[config.mk]
export PLATFORM = sky130hd
export DESIGN_NAME = arm_instruction_decoder
export DESIGN_NICKNAME = d
export VERILOG_FILES = /design/src/sv/aid_pkg.sv /design/src/sv/aid_decode.sv /design/src/sv/arm_instruction_decoder.sv
export SDC_FILE = /design/constraint.sdc
export NUM_CORES = 1
export LEC_CHECK = 0
export ABC_AREA = 0
export BUFFER_PORTS_ARGS = -buffer_cell sky130_fd_sc_hd__clkbuf_2
export CAP_MARGIN = 30
export CORE_MARGIN = 1
export CORE_UTILIZATION = 32
export CTS_CLUSTER_SIZE = 40
export DETAILED_ROUTE_END_ITERATION = 8
export GPL_ROUTABILITY_DRIVEN = 0
export HOLD_SLACK_MARGIN = 0.06
export PLACE_DENSITY_LB_ADDON = 0.1
export SYNTH_ARGS = -nofsm -noshare
export SYNTH_HDL_FRONTEND = slang
export SYNTH_SLANG_ARGS = --single-unit
[constraint.sdc]
create_clock -name clk_i -period 8.2 [get_ports clk_i]
set_input_delay 1.64 -clock clk_i [delete_from_list [all_inputs] [get_ports clk_i]]
set_output_delay 1.64 -clock clk_i [all_outputs]
set_load 0.01 [all_outputs]
[src/sv/aid_pkg.sv]
// Package for the ARM instruction decoder: classes, shift codes, patterns, result type.
`timescale 1ns / 1ps

package aid_pkg;

  typedef enum logic [4:0] {
    CLS_BX   = 5'd0,
    CLS_DP   = 5'd1,
    CLS_MRS  = 5'd2,
    CLS_MSRR = 5'd3,
    CLS_MSRF = 5'd4,
    CLS_MUL  = 5'd5,
    CLS_MULL = 5'd6,
    CLS_SWP  = 5'd7,
    CLS_HWR  = 5'd8,
    CLS_HWI  = 5'd9,
    CLS_SDT  = 5'd10,
    CLS_BDT  = 5'd11,
    CLS_B    = 5'd12,
    CLS_SWI  = 5'd13,
    CLS_CDT  = 5'd14,
    CLS_CDO  = 5'd15,
    CLS_CRT  = 5'd16,
    CLS_UND  = 5'd17,
    CLS_INV  = 5'd18
  } aid_class_e;

  localparam logic [3:0] SHM_NONE    = 4'd0;
  localparam logic [3:0] SHM_LSL_IMM = 4'd1;
  localparam logic [3:0] SHM_RRX     = 4'd5;
  localparam logic [3:0] SHM_LSL_REG = 4'd6;

  localparam logic [1:0] SHT_LSL = 2'd0;
  localparam logic [1:0] SHT_ROR = 2'd3;

  localparam logic [1:0] MOP_MUL  = 2'd0;
  localparam logic [1:0] MOP_MULL = 2'd1;
  localparam logic [1:0] MOP_SWP  = 2'd2;

  localparam logic [31:0] MASK_BX    = 32'h0FFF_FFF0;
  localparam logic [31:0] MATCH_BX   = 32'h012F_FF10;
  localparam logic [31:0] MASK_MRS   = 32'h0FBF_0FFF;
  localparam logic [31:0] MATCH_MRS  = 32'h010F_0000;
  localparam logic [31:0] MASK_MSRR  = 32'h0FBF_FFF0;
  localparam logic [31:0] MATCH_MSRR = 32'h0129_F000;
  localparam logic [31:0] MASK_MSRF  = 32'h0DBF_F000;
  localparam logic [31:0] MATCH_MSRF = 32'h0128_F000;

  typedef struct packed {
    aid_class_e  cls;
    logic [3:0]  cond;
    logic [3:0]  alu;
    logic [5:0]  flags;
    logic [3:0]  ra;
    logic [3:0]  rb;
    logic [3:0]  rc;
    logic [3:0]  rd;
    logic [3:0]  smode;
    logic [5:0]  samt;
    logic [31:0] val;
    logic        imm;
  } aid_result_t;

endpackage

[src/sv/aid_decode.sv]
// Combinational decode of one ARM-state instruction word into class and fields.
`timescale 1ns / 1ps

module aid_decode import aid_pkg::*; (
  input  logic [31:0] pc_i,
  input  logic [31:0] word_i,
  output aid_result_t res_o
);

  // 8-bit immediate rotated right by twice bits 11..8.
  function automatic logic [31:0] rot_imm(input logic [31:0] w);
    logic [63:0] dbl;
    logic [4:0]  r;
    dbl = {24'b0, w[7:0], 24'b0, w[7:0]};
    r   = {w[11:8], 1'b0};
    return dbl[31:0] >> r | dbl[63:32] << (6'd32 - {1'b0, r});
  endfunction

  // Register operand with shift, bits 11..0.
  function automatic aid_result_t shreg(input aid_result_t b, input logic [31:0] w);
    aid_result_t o;
    o    = b;
    o.rd = w[3:0];
    if (w[4]) begin
      o.smode = SHM_LSL_REG + {2'b0, w[6:5]};
      o.rc    = w[11:8];
    end else if (w[11:7] == 5'd0 && w[6:5] == SHT_LSL) begin
      o.smode = SHM_NONE;
    end else if (w[11:7] == 5'd0 && w[6:5] == SHT_ROR) begin
      o.smode = SHM_RRX;
    end else begin
      o.smode = SHM_LSL_IMM + {2'b0, w[6:5]};
      o.samt  = (w[11:7] == 5'd0) ? 6'd32 : {1'b0, w[11:7]};
    end
    return o;
  endfunction

  // Data processing and PSR transfers.
  function automatic aid_result_t dp_psr(input aid_result_t b, input logic [31:0] w);
    aid_result_t o;
    o = b;
    if ((w & MASK_MRS) == MATCH_MRS) begin
      o.ra  = w[15:12];
      o.cls = CLS_MRS;
    end else if ((w & MASK_MSRR) == MATCH_MSRR) begin
      o.rd  = w[3:0];
      o.cls = CLS_MSRR;
    end else if ((w & MASK_MSRF) == MATCH_MSRF) begin
      if (w[25]) begin
        o.val = rot_imm(w);
        o.imm = 1'b1;
      end else begin
        o.rd = w[3:0];
      end
      o.cls = CLS_MSRF;
    end else begin
      o.alu = w[24:21];
      o.rb  = w[19:16];
      o.ra  = w[15:12];
      if (w[25]) begin
        o.val = rot_imm(w);
        o.imm = 1'b1;
      end else begin
        o = shreg(o, w);
      end
      o.cls = CLS_DP;
    end
    return o;
  endfunction

  aid_result_t base;
  logic [31:0] br_off;

  assign br_off = {{6{word_i[23]}}, word_i[23:0], 2'b00};

  always_comb begin
    base       = '0;
    base.cls   = CLS_INV;
    base.cond  = word_i[31:28];
    base.flags = word_i[25:20];
    res_o      = base;
    if ((word_i & MASK_BX) == MATCH_BX) begin
      res_o.rd  = word_i[3:0];
      res_o.cls = CLS_BX;
    end else begin
      unique case (word_i[27:25])
        3'd0: begin
          if (word_i[7:4] == 4'h9) begin
            unique case (word_i[24:23])
              MOP_MUL: begin
                res_o.rc  = word_i[11:8];
                res_o.rd  = word_i[3:0];
                res_o.ra  = word_i[19:16];
                res_o.rb  = word_i[15:12];
                res_o.cls = CLS_MUL;
              end
              MOP_MULL: begin
                res_o.rc  = word_i[11:8];
                res_o.rd  = word_i[3:0];
                res_o.ra  = word_i[15:12];
                res_o.rb  = word_i[19:16];
                res_o.cls = CLS_MULL;
              end
              MOP_SWP: begin
                res_o.rd  = word_i[3:0];
                res_o.ra  = word_i[15:12];
                res_o.rb  = word_i[19:16];
                res_o.cls = CLS_SWP;
              end
              default: res_o.cls = CLS_INV;
            endcase
          end else if (word_i[7] && word_i[4]) begin
            // signed halfword store does not exist
            if (!word_i[20] && word_i[6]) begin
              res_o.cls = CLS_INV;
            end else begin
              res_o.alu = {2'b00, word_i[6:5]};
              res_o.ra  = word_i[15:12];
              res_o.rb  = word_i[19:16];
              if (word_i[22]) begin
                res_o.val = {24'b0, word_i[11:8], word_i[3:0]};
                res_o.imm = 1'b1;
                res_o.cls = CLS_HWI;
              end else begin
                res_o.rd  = word_i[3:0];
                res_o.cls = CLS_HWR;
              end
            end
          end else begin
            res_o = dp_psr(base, word_i);
          end
        end
        3'd1: res_o = dp_psr(base, word_i);
        3'd2, 3'd3: begin
          if (word_i[25] && word_i[4]) begin
            res_o.cls = CLS_UND;
          end else begin
            res_o.ra = word_i[15:12];
            res_o.rb = word_i[19:16];
            if (word_i[25]) begin
              res_o = shreg(res_o, word_i);
            end else begin
              res_o.val = {20'b0, word_i[11:0]};
              res_o.imm = 1'b1;
            end
            res_o.cls = CLS_SDT;
          end
        end
        3'd4: begin
          res_o.rb  = word_i[19:16];
          res_o.val = {16'b0, word_i[15:0]};
          res_o.cls = CLS_BDT;
        end
        3'd5: begin
          res_o.val = pc_i + 32'd8 + br_off;
          res_o.cls = CLS_B;
        end
        3'd6: res_o.cls = CLS_CDT;
        default: begin
          if (word_i[24]) begin
            res_o.val = {8'b0, word_i[23:0]};
            res_o.imm = 1'b1;
            res_o.cls = CLS_SWI;
          end else if (word_i[4]) begin
            res_o.cls = CLS_CRT;
          end else begin
            res_o.cls = CLS_CDO;
          end
        end
      endcase
    end
  end

endmodule

[src/sv/arm_instruction_decoder.sv]
// ARM-state instruction decoder: top level with input and result registers.
// Takes one instruction word and its fetch address per request and returns
// one decoded result per request, in order. Two register stages: the input
// register captures the request, a single pass of decode logic (pattern
// matches, immediate rotator, address plus 8 plus offset for the branch
// target) feeds the result register. Throughput is one request per cycle
// while out_ready_i does not stall it. Both stages advance independently,
// so a new request is taken while a finished result still waits for
// out_ready_i, as long as the input stage is empty. Fields not used by a
// class read as zero. No configuration, no state beyond the registers.
`timescale 1ns / 1ps

module arm_instruction_decoder import aid_pkg::*; (
  input  logic        clk_i,
  input  logic        rst_ni,
  input  logic        in_valid_i,
  output logic        in_ready_o,
  input  logic [31:0] fetch_address_i,
  input  logic [31:0] instruction_word_i,
  output logic        out_valid_o,
  input  logic        out_ready_i,
  output logic [4:0]  instr_class_o,
  output logic [3:0]  cond_code_o,
  output logic [3:0]  alu_opcode_o,
  output logic [5:0]  control_flags_o,
  output logic [3:0]  reg_a_o,
  output logic [3:0]  reg_b_o,
  output logic [3:0]  reg_c_o,
  output logic [3:0]  reg_d_o,
  output logic [3:0]  shift_mode_o,
  output logic [5:0]  shift_distance_o,
  output logic [31:0] operand_value_o,
  output logic        operand_is_immediate_o
);

  // input stage
  logic        in_valid_q, in_valid_d;
  logic [31:0] pc_q, word_q;
  // result stage
  logic        out_valid_q, out_valid_d;
  aid_result_t res_q, res_d;
  logic        res_ready;

  // result register frees when empty or being drained
  assign res_ready  = !out_valid_q || out_ready_i;
  assign in_ready_o = !in_valid_q || res_ready;

  assign in_valid_d  = in_ready_o ? in_valid_i : in_valid_q;
  assign out_valid_d = res_ready ? in_valid_q : out_valid_q;

  always_ff @(posedge clk_i or negedge rst_ni) begin
    if (!rst_ni) begin
      in_valid_q  <= 1'b0;
      out_valid_q <= 1'b0;
    end else begin
      in_valid_q  <= in_valid_d;
      out_valid_q <= out_valid_d;
    end
  end

  always_ff @(posedge clk_i) begin
    if (in_valid_i && in_ready_o) begin
      pc_q   <= fetch_address_i;
      word_q <= instruction_word_i;
    end
    if (in_valid_q && res_ready) begin
      res_q <= res_d;
    end
  end

  aid_decode u_decode (
    .pc_i   (pc_q),
    .word_i (word_q),
    .res_o  (res_d)
  );

  assign out_valid_o            = out_valid_q;
  assign instr_class_o          = res_q.cls;
  assign cond_code_o            = res_q.cond;
  assign alu_opcode_o           = res_q.alu;
  assign control_flags_o        = res_q.flags;
  assign reg_a_o                = res_q.ra;
  assign reg_b_o                = res_q.rb;
  assign reg_c_o                = res_q.rc;
  assign reg_d_o                = res_q.rd;
  assign shift_mode_o           = res_q.smode;
  assign shift_distance_o       = res_q.samt;
  assign operand_value_o        = res_q.val;
  assign operand_is_immediate_o = res_q.imm;

endmodule

==> summary.md, run 1 <==
| Metric | Value |
|---|---|
| Maximum clock frequency | `about 270 MHz` |
| M2 GR Usage | `31.39%` |
| Post-synth top area cell | `edfxtp_1` |
| Io pins | `about 150` |
| Worst hold path class | `register to register` |
| Worst-path clk slew | `0.07 ns` |
| Worst slew margin | `37.06%` |
| Via count | `6,958` |
| Critical path launch point type | `primary input` |
| CP Data Required Time | `about 6.6 ns` |
| Synth area leaders | `edfxtp_1, ha_1, a21oi_1` |
| Layout Nets | `between 1k and 1.5k` |
| Most frequent cell after synthesis | `edfxtp_1` |
| Worst Clk Skew | `0.01278 ns` |
| CTS tree | `yes` |
| Core area | `26,210 sq um` |
| Tmin final | `about 3.7 ns` |
| Router iterations before antenna repair | `7` |
| Max-cap violations | `0` |
| Synthesized net count | `928` |
| CP delay by family, top | `buffers and inverters` |
| TritonCTS Buffers | `17` |
| Top FF cell, synth | `edfxtp_1` |
| Syn avg cell area | `about 11 sq um` |
| Share of cells above drive strength 1 | `21.89%` |
| WL/cell | `20.42 microns` |
| Die X | `166.1 microns` |
| Total track usage | `19.23%` |
| WP data arrival | `2.05 ns` |
| Async S/R FF share, synth | `1.389%` |
| Pins Over Slew Limit | `0` |
| Post-Route WL | `26.06 mm` |
| Drt drc | `8` |
| Die Ht | `166.1 microns` |
| # rows | `approximately 60` |
| Filler cells | `2,588` |
| Hold Buf Count CTS | `0` |
| Buffers added on ports | `147` |
| GRT met3 Usage | `3.098%` |
| Top cells by count, synth | `edfxtp_1, ha_1, nand2_1, nor2_1, a21oi_1` |
| Status | `finished, violations left` |
| Final hold violations | `0` |
| Post-CTS Resized | `0` |
| P&R area growth vs syn | `19.29%` |
| GRT Max-Usage Layer | `met2` |
| Kind of critical path | `primary input to output port` |
| Setup violations, final | `0` |
| Diode count | `0` |
| Post-synthesis sequential area ratio | `50.07%` |
| RSZ-0062 raised after global routing | `no` |
| Max clock buf depth | `2` |
| Pin count of the biggest net entering global routing | `about 70` |
| WP buf/inv | `2` |
| H-tree lvl count | `4` |
| Post-Syn Area | `8616 sq um` |
| Post-CTS setup buffer count | `0` |
| Most frequent CP cell | `clkbuf_2` |
| Grt total ovfl | `0` |
| Fin crit share | `45.04%` |
| Peak supply drop | `0.0001285 V` |
| Multi-input logic area | `4040 sq um` |
| Crit path capture type | `output port` |
| FF+latch count, synth | `around 140` |
| Root Buffer | `clkbuf_16` |
| Top-area cell type share of the netlist area | `49.49%` |
| Critical path cell sequence | `clkbuf_2 -> nand3b_1 -> clkbuf_2` |
| Setup_tns | `0 ns` |
| Post-synth EDFFs | `around 140` |
| YS warnings | `0` |
| FF/Latch Area | `4314 sq um` |
| CTS sink count | `144` |
| Worst path max stage delay | `0.18 ns` |
| First-pass GRT wire length | `40.26 mm` |
| Failing checks | `design-rule violations` |
| Post-route ant nets | `0` |
| Vias in the first global route | `about 6.8k` |
| Worst-margin pin slew | `0.9374 ns` |
| Crit-path max FO | `3` |
| 1st-iter DRT viols | `647` |
| Static leakage | `4.037 nW` |
| Setup WS pre-CTS | `4.510 ns` |
| Synthesized instance count | `793` |
| Die ar. | `27,580 sq um` |
| Unique cell type count in the Yosys netlist | `77` |
| Clk_lat worst skew | `0.44 ns` |
| Initial core utilization | `32.88%` |
| Critical Path Slowest Stage Cell | `nand3b_1` |
| Antenna violations before repair | `0` |
| PD cells | `210.3 nW/um^2` |
| Final WS setup | `between 4 and 5 ns` |
| Routing usage on met1 | `26.05%` |
| DP HPWL | `18.66 mm` |
| DR vias/cell | `around 5.5` |
[sequential cells by signal (all words and copies together) (netlist names)]
signal,flops
cond_code_o,4
in_valid_q,1
reg_b_o,4
reg_a_o,4
instr_class_o,5
reg_d_o,4
out_valid_o,1
reg_c_o,4
shift_mode_o,4
operand_is_immediate_o,1
control_flags_o,6
shift_distance_o,6
word_q,32
operand_value_o,32
pc_q,32
alu_opcode_o,4
[routing by layer]
metal  part of all wire [%]  up-vias
met5                      0        -
met4                    1.7        0
met3                    4.6       34
met2                     48      243
met1                     46     3341
li1                       -     3340
[path summary, 6_finish.rpt]
kind / slack, ns / depth (start not counted) / start / endpoint
min in group asynchronous: 0.97 / 1 / rst_ni / in_valid_q
setup reg to reg: 4.73 / 9 / word_q[7] / operand_value_o[30]
hold reg to reg: 0.42 / 0 / word_q[31] / cond_code_o[3]
setup / recovery: 4.51 / 3 / out_ready_i / in_ready_o
max in group asynchronous: 7.12 / 1 / rst_ni / out_valid_o
hold / removal: 0.42 / 0 / word_q[31] / cond_code_o[3]
[area by class of cell]
cell class	instances	area share, %
clock buffer	17	4.139
clock inverter	15	1.802
inverter	24	0.8765
multi-input combinational	585	39.31
sequential	144	41.98
tap	335	4.078
timing repair buffer	156	7.816
[worst register-to-register path, stage by stage, from the launching register on]
cell	delay (ns)
edfxtp_1	0.75
ha_1	0.36
ha_1	0.35
a21oi_1	0.26
o211ai_1	0.24
a211oi_1	0.43
o31ai_1	0.20
a221oi_1	0.32
xor2_1	0.20
o22ai_1	0.10
[power by group]
group	internal [W]	leakage [nW]	switching, W
Clock	0.000415	0.295	0.000381
Combinational	0.000166	2.33	0.000280
Sequential	0.000879	1.41	0.0000396
[metrics by stage]
| stage | power (W) | instances | utilization [%] | area (sq um) | hold WS (ns) |
|---|---|---|---|---|---|
| after global routing | 0.002265 | 1276 | 39.22 | 10280 | 0.4156 |
| after detailed placement | 0.001382 | 1244 | 36.89 | 9667 | 0.4045 |
| final | 0.002161 | 1276 | 39.22 | 10280 | 0.4162 |
| after floorplan | 0.001223 | 793 | - | 8616 | 0.4003 |
| after global placement | 0.001383 | 1244 | 36.89 | 9667 | 0.4028 |
| after CTS | 0.002189 | 1276 | 39.22 | 10280 | 0.4185 |
[logic make-up after synthesis]
family / Yosys count / synth area share, %
fa+ha+maj: 67 / 9.817
compound gates: 225 / 17.63
mux: 15 / 1.772
buf+inv: 64 / 3.079
xor+xnor: 28 / 2.846
flops: 144 / 50.07
simple gates: 250 / 14.78
[cell usage in the layout (no fill, tap or decap), types with 16 or more instances in the layout]
cell and count:
nand3_1 22, ha_1 66, o21ai_0 48, a21oi_1 52, nand2_1 61, edfxtp_1 142, nor3_1 24, clkbuf_16 17
nor2_1 59, xnor2_1 16, inv_1 23, clkbuf_2 147
(Power assumes the default switching activity.)
==> run 2, diff against run 1 <==
Clock period 8.2 ns to 3.02 ns, I/O delays scaled along.
==> summary.md, run 2 (synthesis gave the netlist of run 1 again) <==
| Metric | Value |
|---|---|
| RSZ-0062 raised after global routing | `yes` |
| Share of cells above drive strength 1 | `between 20% and 30%` |
| Critical path launch point type | `register` |
| Failing checks | `design-rule violations` |
| Worst slew margin | `51.53%` |
| Tmin final | `2.938 ns` |
| Drt drc | `8` |
| Reg2Reg Setup Slack | `0.08 ns` |
| P&R area growth vs syn | `26.43%` |
| Peak supply drop | `0.0003319 V` |
| RR Startpoint | `word_q[19]` |
| Pin count of the biggest net entering global routing | `41` |
| Seq pwr share | `between 40% and 50%` |
| Logic gate share of total power | `a little under a quarter` |
| Status | `finished, violations left` |
| PD cells | `552.7 nW/um^2` |
| Cell depth of the worst flop-to-flop path | `8` |
| Die X | `166.1 microns` |
| Switching power total | `0.001873 W` |
| Most common cell after layout, fill and taps aside | `clkbuf_2` |
| WP data arrival | `3.10 ns` |
| Final hold violations | `0` |
| Clock power frac | `35.6%` |
| CP Data Required Time | `3.19 ns` |
| 1st-iter DRT viols | `673` |
| DP HPWL | `20.93 mm` |
| Pins Over Slew Limit | `0` |
| Setup WS pre-CTS | `-0.1870 ns` |
| Via count | `between 7k and 8k` |
| Internal power | `between 0.004 and 0.005 W` |
| Max-cap violations | `0` |
| Post-Route WL | `27.37 mm` |
| Kind of critical path | `register to register` |
| Worst Clk Skew | `0.01213 ns` |
| Switching Share | `31.11%` |
| Vias in the first global route | `7,005` |
| Worst-path clk slew | `~0.070 ns` |
| Clk_lat worst skew | `0.43 ns` |
| Post-route ant nets | `0` |
| Antenna violations before repair | `0` |
| WHS Path Cells | `1` |
| Layout Nets | `1,138` |
| Reg-to-Reg End | `operand_value_o[29]` |
| Crit path capture type | `register` |
| Setup violations, final | `0` |
| Total Power | `around 0.006 W` |
| Buffers added on ports | `147` |
| Critical Path Slowest Stage Cell | `edfxtp_1` |
| Final WS setup | `0.08200 ns` |
| Max clock buf depth | `2` |
| # rows | `just under 60` |
| Total track usage | `between 10% and 20%` |
| DR vias/cell | `5.357` |
| H-tree lvl count | `4` |
| CTS tree | `yes` |
| Worst path max stage delay | `0.44 ns` |
| Core area | `26,210 sq um` |
| Min-Delay Endpoint | `pc_q[23]` |
| Crit-path max FO | `6` |
| Die Ht | `166.1 microns` |
| Root Buffer | `clkbuf_16` |
| Setup_tns | `0 ns` |
| Cells after DPL | `1,316` |
| Hold path startpoint | `fetch_address_i[23]` |
| Filler cells | `2,542` |
| Worst-margin pin slew | `0.7244 ns` |
| Final Core Density | `roughly two fifths` |
| Fin crit share | `97.28%` |
| Static leakage | `4.400 nW` |
| Critical path cell sequence | `ha_1 -> ha_1 -> nand4_1 -> or3_1 -> or3_1 -> o31ai_2 -> xnor2_1 -> o22ai_1` |
| Layout Cells excl Fill | `around 1.4k` |
| Maximum clock frequency | `between 300 and 400 MHz` |
| CP delay by family, top | `simple AND/OR/NAND/NOR gates` |
| Router iterations before antenna repair | `7` |
| First-pass GRT wire length | `roughly 42 mm` |
| WL/cell | `20.26 microns` |
| Diode count | `0` |
| Most frequent cells in the layout | `clkbuf_2, edfxtp_1, buf_4` |
| Worst hold path class | `primary input to register` |
| Die ar. | `about 28,000 sq um` |
| TritonCTS Buffers | `17` |
| WP buf/inv | `0` |
| Grt total ovfl | `0` |
| Io pins | `148` |
| CTS sink count | `144` |
| Initial core utilization | `32.88%` |
[run 2: changes by cell type in the layout (fill, tap and decap cells not counted), sizes merged]
| cell | delta |
|---|---|
| buf | +74 |
| clkinv | -4 |
| bufinv | +1 |
| clkbuf | +1 |
| clkinvlp | +1 |
| dlygate4sd3 | +1 |
| inv | +1 |
[run 2: routing by layer]
layer	vias up	routed length [microns]	track usage (%)	part of all wire, %
met2	277	13280	33.41	49
met5	-	0	0	0
met4	0	524	5.323	1.9
met1	3437	12140	26.12	44
met3	41	1423	3.432	5.2
li1	3482	-	-	-
[run 2: power by group through the flow]
| stage | registers, W | clock network, W | logic [W] |
|---|---|---|---|
| after floorplan | 0.00255 | 0 | 0.000774 |
| after global placement | 0.00250 | 0 | 0.00139 |
| after detailed placement | 0.00250 | 0 | 0.00138 |
| after CTS | 0.00246 | 0.00220 | 0.00140 |
| after global routing | 0.00247 | 0.00225 | 0.00155 |
| final | 0.00245 | 0.00214 | 0.00142 |
[run 2: final cells by class]
type / count / area (sq um) / share of cell area (%)
clock buffers: 18 / 439.2 / 4.032
clock inverters: 14 / 145.1 / 1.332
inverters: 24 / 90.09 / 0.8270
multi-input cells: 585 / 4104 / 37.68
flip-flops and latches: 144 / 4314 / 39.61
well taps: 335 / 419.2 / 3.848
repair buffers: 231 / 1381 / 12.68
[run 2: through the flow]
step	hold WS (ns)	cell area (sq um)
4_1_cts	0.3279	10840
6_report	0.3401	10890
3_3_place_gp	0.3935	10220
3_5_place_dp	0.3948	10220
2_1_floorplan	0.3084	8616
5_1_grt	0.3295	10890
[run 2: worst max-delay path by stage]
stage,cells past startpoint,slack (ns),endpoint,start
final,8,0.08,operand_value_o[29],word_q[19]
after floorplan,2,0.04,alu_opcode_o[0],out_ready_i
after global placement,15,-0.21,operand_value_o[23],word_q[1]
after CTS,14,0.002,operand_value_o[29],word_q[1]
after global routing,11,-0.05,operand_value_o[30],word_q[1]
after detailed placement,15,-0.19,operand_value_o[23],word_q[1]
[run 2: timing repair]
action                                  CTS  global route
hold endpoints to repair                  2             0
hold buffers                              1             0
pin swaps                                 3             6
gates resized for setup                   7            13
setup buffers                             1             1
endpoints found under the setup margin    5            15
==> run 3, diff against run 2 <==
Settings changed: CORE_ASPECT_RATIO set to 1.5.
==> summary.md, run 3 (synthesis gave the netlist of run 1 again) <==
| Metric | Value |
|---|---|
| Status | `finished, final reports clean` |
| PD cells | `between 500 and 600 nW/um^2` |
| Clk_lat worst skew | `0.44 ns` |
| Clock power frac | `between 30 and 40%` |
| Seq pwr share | `roughly two fifths` |
| Drt drc | `0` |
| Filler cells | `around 2.6k` |
| RSZ-0062 raised after global routing | `yes` |
| Cell depth of the worst flop-to-flop path | `10` |
| Vias in the first global route | `roughly 7.3k` |
| Die Ht | `between 200 and 250 microns` |
| Grt total ovfl | `0` |
| Fin crit share | `a little over nine tenths` |
| Internal power | `0.004171 W` |
| CTS tree | `yes` |
| Root Buffer | `clkbuf_16` |
| Max Used Layer | `met4` |
| Router iterations before antenna repair | `6` |
| Core area | `26,490 sq um` |
| TritonCTS Buffers | `17` |
| Maximum clock frequency | `345.4 MHz` |
| WP data arrival | `3.08 ns` |
| Antenna violations before repair | `0` |
| Initial core utilization | `32.53%` |
| Post-Route WL | `27.31 mm` |
| P&R area growth vs syn | `26.50%` |
| Total Power | `0.005921 W` |
| DP HPWL | `roughly 21 mm` |
| Setup_tns | `0 ns` |
| 1st-iter DRT viols | `560` |
| Die ar. | `27,600 sq um` |
| Switching power total | `0.001750 W` |
| Final hold violations | `0` |
| Worst hold path class | `primary input to register` |
| First-pass GRT wire length | `41.75 mm` |
| Layout Nets | `1,140` |
| Switching Share | `29.56%` |
| Setup crit start | `word_q[14]` |
| DR vias/cell | `5.284` |
| CTS sink count | `144` |
| Pins Over Slew Limit | `0` |
| Total track usage | `just over 20%` |
| Crit path capture type | `register` |
| CP Data Required Time | `3.20 ns` |
| Critical path launch point type | `register` |
| Peak supply drop | `0.0003692 V` |
| Worst slew margin | `54.30%` |
| Worst-margin pin slew | `0.6830 ns` |
| Via count | `7,154` |
| Setup violations, final | `0` |
| WL met3 | `851 microns` |
| H-tree lvl count | `4` |
| RR Startpoint | `word_q[14]` |
| Reg-to-Reg End | `operand_value_o[23]` |
| Share of cells above drive strength 1 | `28.52%` |
| Max-cap violations | `0` |
| Post-route ant nets | `0` |
| Worst Clk Skew | `0.01191 ns` |
| Worst-path clk slew | `around 0.070 ns` |
| Met2 routed WL | `14.84 mm` |
| Die X | `136.0 microns` |
| Diode count | `0` |
| Most common cell after layout, fill and taps aside | `clkbuf_2` |
| Io pins | `148` |
| Static leakage | `4.406 nW` |
| Most frequent cells in the layout | `clkbuf_2, edfxtp_1, buf_4` |
| WHS | `approximately 0.34 ns` |
| Metal-1 WL | `10.74 mm` |
| Logic gate share of total power | `24.6%` |
| Pin count of the biggest net entering global routing | `42` |
| Max clock buf depth | `2` |
| # rows | `73` |
| Kind of critical path | `register to register` |
| WL/cell | `20.17 microns` |
| Crit-path max FO | `5` |
| Crit path to | `operand_value_o[23]` |
| Reg2Reg Setup Slack | `~0.12 ns` |
| Tmin final | `2.895 ns` |
| Buffers added on ports | `147` |
run 3: changes by cell type in the layout (fill, tap and decap cells not counted), moves of 2 or more:
cell	delta
a21oi_2	-2
inv_8	-3
o21ai_2	-2
clkinv_1	+4
ha_2	-4
inv_6	-4
ha_1	+3
clkinv_2	+3
run 3: layout make-up:
| cell class | instances | area [sq um] | share of cell area, % |
|---|---|---|---|
| Timing Repair Buffer | 233 | 1409 | 12.93 |
| Sequential cell | 144 | 4314 | 39.58 |
| Inverter | 24 | 90.09 | 0.8265 |
| Clock buffer | 18 | 429.2 | 3.938 |
| Clock inverter | 13 | 120.1 | 1.102 |
| Tap cell | 337 | 421.7 | 3.869 |
| Multi-Input combinational cell | 585 | 4115 | 37.76 |
run 3: how the worst min path moves through the flow:
stage | slack (ns) | from | to | cells after the start
2_1_floorplan | 0.31 | rst_ni | in_valid_q | 0
3_3_place_gp | 0.39 | rst_ni | in_valid_q | 1
3_5_place_dp | 0.39 | rst_ni | in_valid_q | 1
4_1_cts | 0.32 | fetch_address_i[28] | pc_q[28] | 1
5_1_grt | 0.32 | fetch_address_i[31] | pc_q[31] | 1
6_report | 0.34 | fetch_address_i[28] | pc_q[28] | 1
run 3: per-layer routing:
metal / vias to the layer above / global-route usage [%]
met5: - / 0
met4: 0 / 9.683
met3: 54 / 2.971
met2: 197 / 38.14
met1: 3424 / 22.65
li1: 3479 / -
run 3: timing repair:
action	4_1_cts	5_1_grt
setup buffers	0	2
hold endpoints to repair	2	0
endpoints found under the setup margin	6	12
resized for setup	4	14
cloned	0	0
pin swaps	2	13
hold buffers	1	0
run 3: power groups by stage:
stage	Sequential, W	Combinational [W]	Clock (W)
CTS	0.00245	0.00144	0.00207
floorplan	0.00255	0.000774	0
finish	0.00245	0.00145	0.00202
global route	0.00246	0.00160	0.00214
detailed placement	0.00249	0.00142	0
global placement	0.00249	0.00142	0
run 3: stage by stage:
stage | setup WS (ns) | area, sq um | instances | util (%)
floorplan | 0.04073 | 8616 | 793 | -
global placement | -0.03203 | 10250 | 1320 | 38.70
detailed placement | -0.08120 | 10250 | 1320 | 38.70
CTS | 0.001445 | 10830 | 1352 | 40.88
global route | -0.01452 | 10900 | 1354 | 41.15
finish | 0.1246 | 10900 | 1354 | 41.15
run 3: worst max-delay path, stage by stage (launching register included):
cell       delay, ns
edfxtp_1        0.42
ha_1            0.35
ha_1            0.37
a21oi_1         0.22
o21ai_1         0.14
a2111oi_1       0.39
a21oi_1         0.18
buf_4           0.18
a21oi_1         0.15
xor2_1          0.17
o21ai_0         0.08
